### src/kdb_pkg.sv
// Shared types and constants for the key debounce block.
// Used by kdb_cell and key_debounce_short_long_press; depends on nothing.
package kdb_pkg;

    localparam int LEVEL_W  = 4;
    localparam int SETTLE_W = 8;
    localparam int HOLD_W   = 16;
    localparam int IDX_W    = 2;
    localparam int ACT_W    = 2;

    // Event codes.
    localparam logic [ACT_W-1:0] ACT_NONE  = 2'd0;
    localparam logic [ACT_W-1:0] ACT_SHORT = 2'd1;
    localparam logic [ACT_W-1:0] ACT_LONG  = 2'd2;

    // Commands.
    localparam logic CMD_SCAN = 1'b0;
    localparam logic CMD_INIT = 1'b1;

    // Register indexes on the configuration port.
    localparam logic [1:0] REG_ACTIVE_MASK = 2'd0;
    localparam logic [1:0] REG_DEBOUNCE    = 2'd1;
    localparam logic [1:0] REG_LONG_LIMIT  = 2'd2;

    localparam logic [LEVEL_W-1:0]  ACTIVE_MASK_RST = 4'd0;
    localparam logic [SETTLE_W-1:0] DEBOUNCE_RST    = 8'd3;
    localparam logic [HOLD_W-1:0]   LONG_LIMIT_RST  = 16'd150;

    // Token that walks the row of cells, one cell per cycle.
    typedef struct packed {
        logic               valid;
        logic               cmd;
        logic [LEVEL_W-1:0] levels;
        logic               stop;
        logic [IDX_W-1:0]   who;
        logic [ACT_W-1:0]   act;
    } token_t;

    // Limits shared by every cell.
    typedef struct packed {
        logic [SETTLE_W-1:0] debounce_limit;
        logic [HOLD_W-1:0]   long_limit;
    } limits_t;

endpackage

### src/key_debounce_short_long_press.sv
// Top level of the key debounce block: ports, configuration registers,
// the row of kdb_cell instances and the result buffer. Depends on kdb_pkg.
//
//  channel  | direction | tdata                        | tuser
//  s_       | in        | raw_levels [3:0], pad to 8   | command
//  m_       | out       | key_index [1:0], action [3:2]| -
//  APB      | in        | three registers at 0, 4, 8   | -
//
// An accepted item is registered at the entry of the row, the token then steps
// through the row of cells one key per cycle, and the result is registered at the output.
// One item is in the row at a time; the next is accepted once its token leaves the row.
// Reset is synchronous, active low, and sets all key states and configuration registers.
// A result that finds the output held waits in a spare buffer, and the input
// stays closed until that buffer drains; the row itself never stalls.
module key_debounce_short_long_press #(
    parameter int NUM_KEYS = 4
) (
    input  logic        aclk,
    input  logic        aresetn,
    input  logic        s_tvalid,
    output logic        s_tready,
    input  logic [7:0]  s_tdata,   // [3:0] raw_levels, [7:4] zero
    input  logic        s_tuser,   // [0] command
    output logic        m_tvalid,
    input  logic        m_tready,
    output logic [7:0]  m_tdata,   // [1:0] key_index, [3:2] action, [7:4] zero
    input  logic        psel,
    input  logic        penable,
    input  logic        pwrite,
    input  logic [3:0]  paddr,
    input  logic [31:0] pwdata,
    output logic [31:0] prdata,
    output logic        pready
);

    logic [kdb_pkg::LEVEL_W-1:0]  mask_reg;
    logic [kdb_pkg::SETTLE_W-1:0] debounce_reg;
    logic [kdb_pkg::HOLD_W-1:0]   long_reg;
    kdb_pkg::limits_t             limits;

    kdb_pkg::token_t              tok [0:NUM_KEYS];
    kdb_pkg::token_t              entry_reg;
    logic [NUM_KEYS:0]            tok_valid;
    logic [NUM_KEYS-1:0]          key_lvl;
    logic [NUM_KEYS-1:0]          key_act;

    logic                         busy_reg;
    logic                         m_valid_reg;
    logic [3:0]                   m_data_reg;
    logic                         spare_valid_reg;
    logic [3:0]                   spare_data_reg;
    logic                         accept;
    logic                         done;
    logic                         cfg_wr;
    logic [3:0]                   result;

    // Configuration port.
    assign pready = 1'b1;
    assign cfg_wr = psel && penable && pwrite && pready;

    always_ff @(posedge aclk) begin
        if (!aresetn) begin
            mask_reg     <= kdb_pkg::ACTIVE_MASK_RST;
            debounce_reg <= kdb_pkg::DEBOUNCE_RST;
            long_reg     <= kdb_pkg::LONG_LIMIT_RST;
        end else if (cfg_wr) begin
            case (paddr[3:2])
                kdb_pkg::REG_ACTIVE_MASK: mask_reg     <= pwdata[kdb_pkg::LEVEL_W-1:0];
                kdb_pkg::REG_DEBOUNCE:    debounce_reg <= pwdata[kdb_pkg::SETTLE_W-1:0];
                kdb_pkg::REG_LONG_LIMIT:  long_reg     <= pwdata[kdb_pkg::HOLD_W-1:0];
                default: ;
            endcase
        end
    end

    always_comb begin
        case (paddr[3:2])
            kdb_pkg::REG_ACTIVE_MASK: prdata = {28'd0, mask_reg};
            kdb_pkg::REG_DEBOUNCE:    prdata = {24'd0, debounce_reg};
            kdb_pkg::REG_LONG_LIMIT:  prdata = {16'd0, long_reg};
            default:                  prdata = 32'd0;
        endcase
    end

    assign limits.debounce_limit = debounce_reg;
    assign limits.long_limit     = long_reg;

    // Entry of the row.
    assign s_tready = !busy_reg && !spare_valid_reg;
    assign accept   = s_tvalid && s_tready;

    always_ff @(posedge aclk) begin
        if (!aresetn) begin
            entry_reg <= '0;
        end else begin
            entry_reg <= '{valid:  accept,
                           cmd:    s_tuser,
                           levels: s_tdata[kdb_pkg::LEVEL_W-1:0],
                           stop:   1'b0,
                           who:    '0,
                           act:    kdb_pkg::ACT_NONE};
        end
    end

    assign tok[0] = entry_reg;

    genvar g;
    generate
        for (g = 0; g < NUM_KEYS; g++) begin : g_cell
            // Keys above the input width see level zero and active level zero.
            if (g < kdb_pkg::LEVEL_W) begin : g_wired
                assign key_lvl[g] = tok[g].levels[g];
                assign key_act[g] = mask_reg[g];
            end else begin : g_absent
                assign key_lvl[g] = 1'b0;
                assign key_act[g] = 1'b0;
            end

            kdb_cell #(
                .KEY_IDX (g)
            ) u_cell (
                .aclk    (aclk),
                .aresetn (aresetn),
                .tok_in  (tok[g]),
                .lvl     (key_lvl[g]),
                .act_lvl (key_act[g]),
                .limits  (limits),
                .tok_out (tok[g+1])
            );
        end
        for (g = 0; g <= NUM_KEYS; g++) begin : g_valid
            assign tok_valid[g] = tok[g].valid;
        end
    endgenerate

    assign done   = tok[NUM_KEYS].valid;
    assign result = {tok[NUM_KEYS].act, tok[NUM_KEYS].who};

    always_ff @(posedge aclk) begin
        if (!aresetn) begin
            busy_reg <= 1'b0;
        end else if (accept) begin
            busy_reg <= 1'b1;
        end else if (done) begin
            busy_reg <= 1'b0;
        end
    end

    // Output register with a spare slot for a result that finds it occupied.
    always_ff @(posedge aclk) begin
        if (!aresetn) begin
            m_valid_reg     <= 1'b0;
            spare_valid_reg <= 1'b0;
        end else if (m_valid_reg && !m_tready) begin
            if (done) begin
                spare_valid_reg <= 1'b1;
            end
        end else if (spare_valid_reg) begin
            m_valid_reg     <= 1'b1;
            spare_valid_reg <= 1'b0;
        end else begin
            m_valid_reg <= done;
        end
    end

    always_ff @(posedge aclk) begin
        if (m_valid_reg && !m_tready) begin
            if (done) begin
                spare_data_reg <= result;
            end
        end else if (spare_valid_reg) begin
            m_data_reg <= spare_data_reg;
        end else if (done) begin
            m_data_reg <= result;
        end
    end

    assign m_tvalid = m_valid_reg;
    assign m_tdata  = {4'd0, m_data_reg};

    // At most one item travels through the row of cells.
    a_one_token: assert property (@(posedge aclk) disable iff (!aresetn)
        $onehot0(tok_valid))
        else $error("more than one token in the cell row");

    // An accepted item enters the row on the next cycle.
    a_entry: assert property (@(posedge aclk) disable iff (!aresetn)
        accept |=> tok[0].valid)
        else $error("accepted item did not enter the cell row");

    // A result without an event names key zero.
    a_no_event_idx: assert property (@(posedge aclk) disable iff (!aresetn)
        (m_tvalid && m_tdata[3:2] == kdb_pkg::ACT_NONE) |-> m_tdata[1:0] == 2'd0)
        else $error("result without event carries a nonzero key index");

    // Nothing new is accepted while the spare slot holds a result.
    a_spare_blocks: assert property (@(posedge aclk) disable iff (!aresetn)
        spare_valid_reg |-> !s_tready && !busy_reg)
        else $error("input open while spare result slot is full");

endmodule

### src/kdb_cell.sv
// One key's debounce and press-timing state, updated when the token passes.
// Depends on kdb_pkg.
module kdb_cell #(
    parameter int KEY_IDX = 0
) (
    input  logic              aclk,
    input  logic              aresetn,
    input  kdb_pkg::token_t   tok_in,
    input  logic              lvl,
    input  logic              act_lvl,
    input  kdb_pkg::limits_t  limits,
    output kdb_pkg::token_t   tok_out
);

    localparam logic [kdb_pkg::IDX_W-1:0] IDX = kdb_pkg::IDX_W'(KEY_IDX);

    logic                           last_reg, last_next;
    logic                           stable_reg, stable_next;
    logic [kdb_pkg::SETTLE_W-1:0]   settle_reg, settle_next;
    logic [kdb_pkg::HOLD_W-1:0]     hold_reg, hold_next;
    logic                           pressed_reg, pressed_next;
    logic                           long_reg, long_next;
    kdb_pkg::token_t                tok_reg, tok_next;

    logic                           work;
    logic [kdb_pkg::ACT_W-1:0]      ev;
    logic [kdb_pkg::HOLD_W-1:0]     hold_inc;

    assign work = tok_in.valid && !tok_in.stop;
    assign hold_inc = (hold_reg < limits.long_limit) ? hold_reg + 1'b1 : hold_reg;

    always_comb begin
        last_next    = last_reg;
        stable_next  = stable_reg;
        settle_next  = settle_reg;
        hold_next    = hold_reg;
        pressed_next = pressed_reg;
        long_next    = long_reg;
        ev           = kdb_pkg::ACT_NONE;
        if (work) begin
            if (tok_in.cmd == kdb_pkg::CMD_INIT) begin
                last_next    = lvl;
                stable_next  = lvl;
                settle_next  = '0;
                hold_next    = '0;
                pressed_next = (lvl == act_lvl);
                long_next    = 1'b0;
            end else if (lvl != last_reg) begin
                last_next   = lvl;
                settle_next = '0;
            end else if (settle_reg < limits.debounce_limit) begin
                settle_next = settle_reg + 1'b1;
            end else if (lvl != stable_reg) begin
                stable_next = lvl;
                if (lvl == act_lvl) begin
                    pressed_next = 1'b1;
                end else begin
                    if (pressed_reg && !long_reg) begin
                        ev = kdb_pkg::ACT_SHORT;
                    end
                    pressed_next = 1'b0;
                end
                hold_next = '0;
                long_next = 1'b0;
            end else if (pressed_reg && !long_reg) begin
                hold_next = hold_inc;
                if (hold_inc >= limits.long_limit) begin
                    long_next = 1'b1;
                    ev        = kdb_pkg::ACT_LONG;
                end
            end
        end
    end

    always_comb begin
        tok_next = tok_in;
        if (ev != kdb_pkg::ACT_NONE) begin
            tok_next.stop = 1'b1;
            tok_next.who  = IDX;
            tok_next.act  = ev;
        end
    end

    always_ff @(posedge aclk) begin
        if (!aresetn) begin
            last_reg    <= 1'b1;
            stable_reg  <= 1'b1;
            settle_reg  <= '0;
            hold_reg    <= '0;
            pressed_reg <= 1'b0;
            long_reg    <= 1'b0;
            tok_reg     <= '0;
        end else begin
            last_reg    <= last_next;
            stable_reg  <= stable_next;
            settle_reg  <= settle_next;
            hold_reg    <= hold_next;
            pressed_reg <= pressed_next;
            long_reg    <= long_next;
            tok_reg     <= tok_next;
        end
    end

    assign tok_out = tok_reg;

endmodule

### config.mk
export PLATFORM = sky130hd
export DESIGN_NAME = key_debounce_short_long_press
export DESIGN_NICKNAME = d
export VERILOG_FILES = /design/src/kdb_pkg.sv /design/src/key_debounce_short_long_press.sv /design/src/kdb_cell.sv
export SDC_FILE = /design/constraint.sdc
export NUM_CORES = 1
export LEC_CHECK = 0
export BUFFER_PORTS_ARGS = -buffer_cell sky130_fd_sc_hd__buf_2
export CAP_MARGIN = 20
export CORE_UTILIZATION = 52
export DETAILED_ROUTE_END_ITERATION = 10
export PLACE_DENSITY = 0.7
export SYNTH_ARGS = -nofsm -noshare
export SYNTH_HDL_FRONTEND = slang
export SYNTH_SLANG_ARGS = --single-unit
export TNS_END_PERCENT = 50
### constraint.sdc
create_clock -name aclk -period 5.8 [get_ports aclk]
set_input_delay 0.58 -clock aclk [delete_from_list [all_inputs] [get_ports aclk]]
set_output_delay 0.58 -clock aclk [all_outputs]
set_load 0.02 [all_outputs]
Word level (Yosys, flattened, before mapping)
Index checks and enable logic that the tools add are counted.
{"block": "op_classes", "n_addsub": 8, "n_mul": 0, "div": 0, "magnitude_cmp": 12, "eq_ne": 22, "n_shift": 0, "n_mux": 150, "bitwise_logic": 2, "reduce_logical": 80}
{"op": "16-bit two-way mux", "count": 24}
{"op": "8-bit two-way mux", "count": 12}
{"op": "1-bit two-way mux", "count": 75}
{"op": "16-bit by 1-bit adder with 16-bit output, second input constant", "count": 4}
{"op": "16-bit greater-or-equal comparator", "count": 4}
{"op": "16-bit < comparator", "count": 4}
{"op": "2-bit two-way mux", "count": 32}
{"op": "16-bit case mux with 3 select lines", "count": 1}
{"op": "3-bit nonzero test", "count": 12}
{"op": "8-bit by 1-bit adder with 8-bit output, second input constant", "count": 4}
{"op": "8-bit < comparator", "count": 4}
{"op": "4-bit AND reduction", "count": 8}
{"op": "2-bit AND reduction", "count": 14}
{"op": "2-bit nonzero test", "count": 14}
{"op": "5-bit AND reduction", "count": 4}
{"op": "2-bit != test, second input constant", "count": 8}
{"op": "5-bit two-way mux", "count": 3}
{"op": "1-bit logical AND", "count": 13}
{"op": "4-bit two-way mux", "count": 3}
{"op": "1-bit zero test", "count": 11}
{"op": "1-bit != test", "count": 8}
{"op": "2-bit OR reduction", "count": 3}
{"op": "1-bit == test", "count": 4}
{"op": "2-bit by 1-bit == test with 1-bit output, second input constant", "count": 1}
{"op": "3 further kinds", "count": 4}
{"block": "totals", "ff_bits": 200, "latch_bits": 0, "ram_bits": 0, "rom_bits": 0, "inputBits": 52, "out_inout_bits": 43, "elab_cells": 335, "memories": 0}

Logic depth before layout (Yosys ltp)
{"block": "depth", "depth_word": 12, "depth_mapped": 16, "mapped_depth_nobuf": 15}

By module
Synthesis repeated with hierarchy kept, for this count alone.
{"block": "unflattened", "cells_unflattened": 1687, "area_unflattened_um2": 14089.8}
{"mod": "kdb_cell (g_cell[0].u_cell)", "instances": 1, "cells_each": 389, "area_each_um2": 3125.5, "seq_area_each_um2": 780.7}
{"mod": "kdb_cell (g_cell[1].u_cell)", "instances": 1, "cells_each": 378, "area_each_um2": 3059.2, "seq_area_each_um2": 780.7}
{"mod": "kdb_cell (g_cell[3].u_cell)", "instances": 1, "cells_each": 354, "area_each_um2": 2922.8, "seq_area_each_um2": 780.7}
{"mod": "kdb_cell (g_cell[2].u_cell)", "instances": 1, "cells_each": 355, "area_each_um2": 2920.3, "seq_area_each_um2": 780.7}
{"mod": "key_debounce_short_long_press", "instances": 1, "cells_each": 211, "area_each_um2": 2062.0, "seq_area_each_um2": 980.9}

Worst setup path after synthesis
Ideal clock, no wire load.
{"block": "synth_path", "path_kind": "register -> register", "startpoint": "reg long_reg[15] in the netlist's numbering", "endpoint": "reg g_cell[1].u_cell.tok_reg, in the netlist g_cell[1].u_cell.tok_out[1]", "setup_time_ns": 0.116, "arrival_time_ns": 3.477, "required_time_ns": 5.684, "setup_slack_ns": 2.207, "stages_incl_launch_ff": 15, "path_buffers": 1, "synth_period_minus_slack_ns": 3.593, "path_cell_list": "dfxtp_1 > inv_1 > ha_1 > and4_1 > nand4_1 > or4_1 > buf_2 > nand3_1 > mux2_2 > ha_1 > a2111o_1 > a31oi_1 > a31o_2 > nor3_1 > a31o_2"}
{"block": "synth_between", "elab_chain_cells": 12}
{"element": "start, declared", "line_no": "key_debounce_short_long_press.sv:38", "rtl": "logic [kdb_pkg::HOLD_W-1:0] long_reg;"}
{"element": "start signal, assigned", "line_no": "key_debounce_short_long_press.sv:65", "rtl": "long_reg <= kdb_pkg::LONG_LIMIT_RST;"}
{"element": "start signal, assigned", "line_no": "key_debounce_short_long_press.sv:70", "rtl": "kdb_pkg::REG_LONG_LIMIT: long_reg <= pwdata[kdb_pkg::HOLD_W-1:0];"}
{"element": "16-bit < comparator", "line_no": "kdb_cell.sv:30", "rtl": "assign hold_inc = (hold_reg < limits.long_limit) ? hold_reg + 1'b1 : hold_reg;"}
{"element": "16-bit two-way mux", "line_no": "kdb_cell.sv:30"}
{"element": "16-bit greater-or-equal comparator (*)", "line_no": "kdb_cell.sv:67", "rtl": "if (hold_inc >= limits.long_limit) begin"}
{"element": "2-bit two-way mux (*)", "line_no": "kdb_cell.sv:67"}
{"element": "2-bit two-way mux (*)", "line_no": "kdb_cell.sv:65", "rtl": "end else if (pressed_reg && !long_reg) begin"}
{"element": "2-bit two-way mux (*)", "line_no": "kdb_cell.sv:53", "rtl": "end else if (lvl != stable_reg) begin"}
{"element": "2-bit two-way mux (*)", "line_no": "kdb_cell.sv:51", "rtl": "end else if (settle_reg < limits.debounce_limit) begin"}
{"element": "2-bit two-way mux (*)", "line_no": "kdb_cell.sv:48", "rtl": "end else if (lvl != last_reg) begin"}
{"element": "2-bit two-way mux (*)", "line_no": "kdb_cell.sv:41", "rtl": "if (tok_in.cmd == kdb_pkg::CMD_INIT) begin"}
{"element": "2-bit two-way mux (*)", "line_no": "kdb_cell.sv:40", "rtl": "if (work) begin"}
{"element": "2-bit nonzero test", "line_no": "kdb_cell.sv:77", "rtl": "if (ev != kdb_pkg::ACT_NONE) begin"}
{"element": "5-bit two-way mux (*)", "line_no": "kdb_cell.sv:77"}
{"element": "end signal, assigned", "line_no": "kdb_cell.sv:100", "rtl": "tok_reg <= tok_next;"}
{"element": "end, declared", "line_no": "kdb_cell.sv:23", "rtl": "kdb_pkg::token_t tok_reg, tok_next;"}
Mark *: on every way between the ends. The rest lies on a longest branch, timed or not.
A chain may end at the register's enable or synchronous reset.

Worst setup path in the final report
{"block": "layout_path", "startpoint": "reg long_reg[2] in the netlist's numbering", "endpoint": "reg g_cell[1].u_cell.tok_reg, in the netlist g_cell[1].u_cell.tok_out[2]"}
{"block": "layout_between", "elab_chain_cells": 12}
{"element": "16-bit < comparator", "line_no": "kdb_cell.sv:30"}
{"element": "16-bit two-way mux", "line_no": "kdb_cell.sv:30"}
{"element": "16-bit greater-or-equal comparator (*)", "line_no": "kdb_cell.sv:67"}
{"element": "2-bit two-way mux (*)", "line_no": "kdb_cell.sv:67"}
{"element": "2-bit two-way mux (*)", "line_no": "kdb_cell.sv:65"}
{"element": "2-bit two-way mux (*)", "line_no": "kdb_cell.sv:53"}
{"element": "2-bit two-way mux (*)", "line_no": "kdb_cell.sv:51"}
{"element": "2-bit two-way mux (*)", "line_no": "kdb_cell.sv:48"}
{"element": "2-bit two-way mux (*)", "line_no": "kdb_cell.sv:41"}
{"element": "2-bit two-way mux (*)", "line_no": "kdb_cell.sv:40"}
{"element": "2-bit nonzero test (*)", "line_no": "kdb_cell.sv:77"}
{"element": "5-bit two-way mux (*)", "line_no": "kdb_cell.sv:77"}
Marks and branches as above.

==> results.json <==
{
  "fin_ws_ns": 1.063,
  "clk_pin_slew_ns": 0.08,
  "p_clk_share_pct": 42.9,
  "num_antenna_cells": 0,
  "ys_warn_count": 0,
  "power_frac_comb_pct": 7.9,
  "hold_viol_final": 0,
  "rsz0062_at_grt": "no",
  "cts.sinks": 186,
  "synth_seq_cells": 186,
  "synthTopCellsByArea": "dfxtp_1, ha_1, nand2_1",
  "die_h_um": 160.8,
  "cpLargestDelayFamily": "compound AO/OA/AOI/OAI gates",
  "grt_use_met1_pct": 36.98,
  "clock_latency_ns": 0.45,
  "endpoint_kind": "flop",
  "drc": 0,
  "design_power_total_w": 0.002665,
  "cts_tree": "done",
  "grt_pass1_wl_um": 56630,
  "p_int_w": 0.001931,
  "crit_path_start_kind": "flop",
  "ir_drop_mv": 0.1632,
  "drive_gt1_share_pct": 8.374,
  "synthTopCellsByCount": "nand2_1, dfxtp_1, ha_1, nor2_1, a21oi_1",
  "switchingPower_w": 0.0007346,
  "routed_wl_um": 34910,
  "setup_tns_ns": 0,
  "port_buffers": 51,
  "power_leakage_nw": 5.917,
  "ys.flop_type": "dfxtp_1",
  "crit_path_top_delay_cell": "a2111oi_1",
  "grt_max_degree": 69,
  "ys_seq_area_share_pct": 29.00,
  "cts_max_level": 4,
  "cp.arrival_ns": 5.12,
  "cpPeakStageDelay_ns": 0.93,
  "cp_max_fo": 9,
  "yosys.area.top_type": "dfxtp_1",
  "setup_viol": 0,
  "seq_power_share_pct": 49.2,
  "antenna_found_initial": 0,
  "status": "completed",
  "worstMarginPinSlew_ns": 1.070,
  "fmax_mhz": 211.1,
  "fin_nets": 1835,
  "ys_types": 82,
  "maxSlewViolCount": 0,
  "dieWidth_um": 160.8,
  "synth_top_cell_area_share_pct": 27.17,
  "synth_edf_count": 8,
  "path_class": "flop to flop",
  "grtUsageTotal_pct": 27.05,
  "async_reset_ff_share_pct": 0,
  "hold_path.class": "input pin to flop",
  "use_met2_pct": 43.31,
  "gp_congestion": 0.9168,
  "required_ns": 6.19,
  "p_per_area_nw_per_um2": 188.3,
  "syn-cell-area_um2": 13120,
  "vias_per_cell": 6.122,
  "grtUsageMet3_pct": 4.287,
  "grt-ovfl-total": 0,
  "grt_pass1_vias": 11007,
  "first_pass_iters": 5,
  "grt-busiest-layer": "met2",
  "switching_share_pct": 27.56,
  "largest_reg_flops": 64,
  "fin_cells": 1960,
  "cts-root-buf": "clkbuf_16",
  "wire_per_inst_um": 17.81,
  "place_inst": 1924,
  "maxSlewHeadroom_pct": 27.74,
  "postCtsSetupRepairBufs": 0,
  "cts.repair.resized": 0,
  "cts_made_buffers": 17,
  "clk_path_buf_depth": 2,
  "rows": 57,
  "final_util_pct": 57.71,
  "via_count": 11999,
  "dieArea_um2": 25860,
  "num_io_pins": 95,
  "synth_area_per_cell_um2": 8.193,
  "start_util_pct": 53.47,
  "synth.most_common_cell": "nand2_1",
  "synthCells": 1601,
  "crit_top_cell": "ha_1",
  "drv_cap": 0,
  "post-route-min-period_ns": 4.737,
  "cp_num_buf_inv": 1,
  "core-area_um2": 24530,
  "hold_buffers": 0,
  "ant_nets": 0,
  "area_delta_synth_final_pct": 7.926,
  "dp.final_hpwl_um": 25770,
  "fin_skew_ns": 0.01263,
  "dp_slack_ns": 1.121,
  "finalCritPeriodShare_pct": 81.67,
  "drt_iter0_markers": 1061,
  "crit_chain": "inv_1 > ha_1 > a2111oi_0 > o31ai_1 > a2111oi_1 > xor2_1 > ha_1 > nand4_1 > nor3_1 > o21ai_0 > a31o_2 > a21oi_1 > and2_1"
}
==> layout by cell type (no fill, tap or decap), types with 7 or more instances in the layout <==
cell type,synthesis,routed
nor2b_1,18,18
xnor2_1,49,49
nand4_1,44,44
a31oi_1,28,28
mux2_2,7,7
a22o_1,8,8
o211ai_1,32,32
a21oi_1,87,87
nor4_1,9,8
nand3_1,71,71
a31o_2,11,11
or3_1,14,14
inv_1,52,51
a32o_1,8,8
conb_1,2,21
and3_1,22,22
mux2i_1,27,27
nor2_1,102,102
xor2_1,31,31
nor3_1,43,43
or4_1,25,25
nand2b_1,22,22
buf_4,21,17
ha_1,160,160
and2_1,45,45
clkbuf_16,0,17
buf_2,6,52
o31ai_1,10,10
dfxtp_1,178,178
nand2_1,191,191
edfxtp_1,8,8
a21o_1,13,13
o21a_1,10,10
a211oi_1,7,7
o21ai_0,75,75
==> routing by layer <==
| layer | part of all wire, % | vias to the layer above | wire [um] |
|---|---|---|---|
| li1 | - | 5892 | - |
| met1 | 47 | 5689 | 16430 |
| met2 | 45 | 365 | 15730 |
| met3 | 5.8 | 53 | 2038 |
| met4 | 2.1 | 0 | 717 |
| met5 | 0 | - | 0 |
==> through the flow <==
step	instance area [um^2]	hold slack, ns
5_1_grt	14160	0.3329
3_5_place_dp	13560	0.4202
6_report	14160	0.3338
4_1_cts	14120	0.3309
2_1_floorplan	13190	0.4014
3_3_place_gp	13560	0.4192
==> power groups by stage <==
stage / Sequential (W) / Clock (W) / Combinational, W
after floorplan: 0.00133 / 0 / 0.000158
after global placement: 0.00134 / 0 / 0.000202
after detailed placement: 0.00134 / 0 / 0.000206
after CTS: 0.00131 / 0.00115 / 0.000207
after global routing: 0.00131 / 0.00121 / 0.000231
final: 0.00131 / 0.00114 / 0.000211
==> path summary, 6_finish.rpt <==
kind | cells after the start | end | slack [ns] | from
max | 13 | g_cell[1].u_cell.tok_out[2]$_SDFF_PN0_ | 1.06 | long_reg[2]$_SDFFE_PN1P_
min reg2reg | 0 | spare_data_reg[1]$_DFFE_PP_ | 0.43 | g_cell[3].u_cell.tok_out[3]$_SDFF_PN0_
min | 2 | entry_reg[5]$_SDFF_PN0_ | 0.33 | s_tdata[0]
max reg2reg | 13 | g_cell[1].u_cell.tok_out[2]$_SDFF_PN0_ | 1.06 | long_reg[2]$_SDFFE_PN1P_
==> cells by family after synthesis <==
| logic type | after synthesis | share of synthesized area (%) |
|---|---|---|
| buffers and inverters | 138 | 4.664 |
| and+or+nand+nor | 640 | 24.57 |
| adders and majority gates | 160 | 15.26 |
| DFF | 186 | 29.00 |
| xor gates and xnor gates | 81 | 5.465 |
| muxes | 34 | 2.661 |
| other | 2 | 0.05725 |
| AOI/OAI and AO/OA | 360 | 18.32 |
==> layout make-up <==
type / instances / area (um^2)
sequential: 186 / 3804
clock buffer: 18 / 429.2
tap: 324 / 405.4
multi-input combinational: 1296 / 8790
timing repair buffer: 70 / 400.4
inverter: 52 / 195.2
clock inverter: 14 / 133.9
fill: 2271 / 10380
Note: power is estimated with default switching activity, not from simulation.
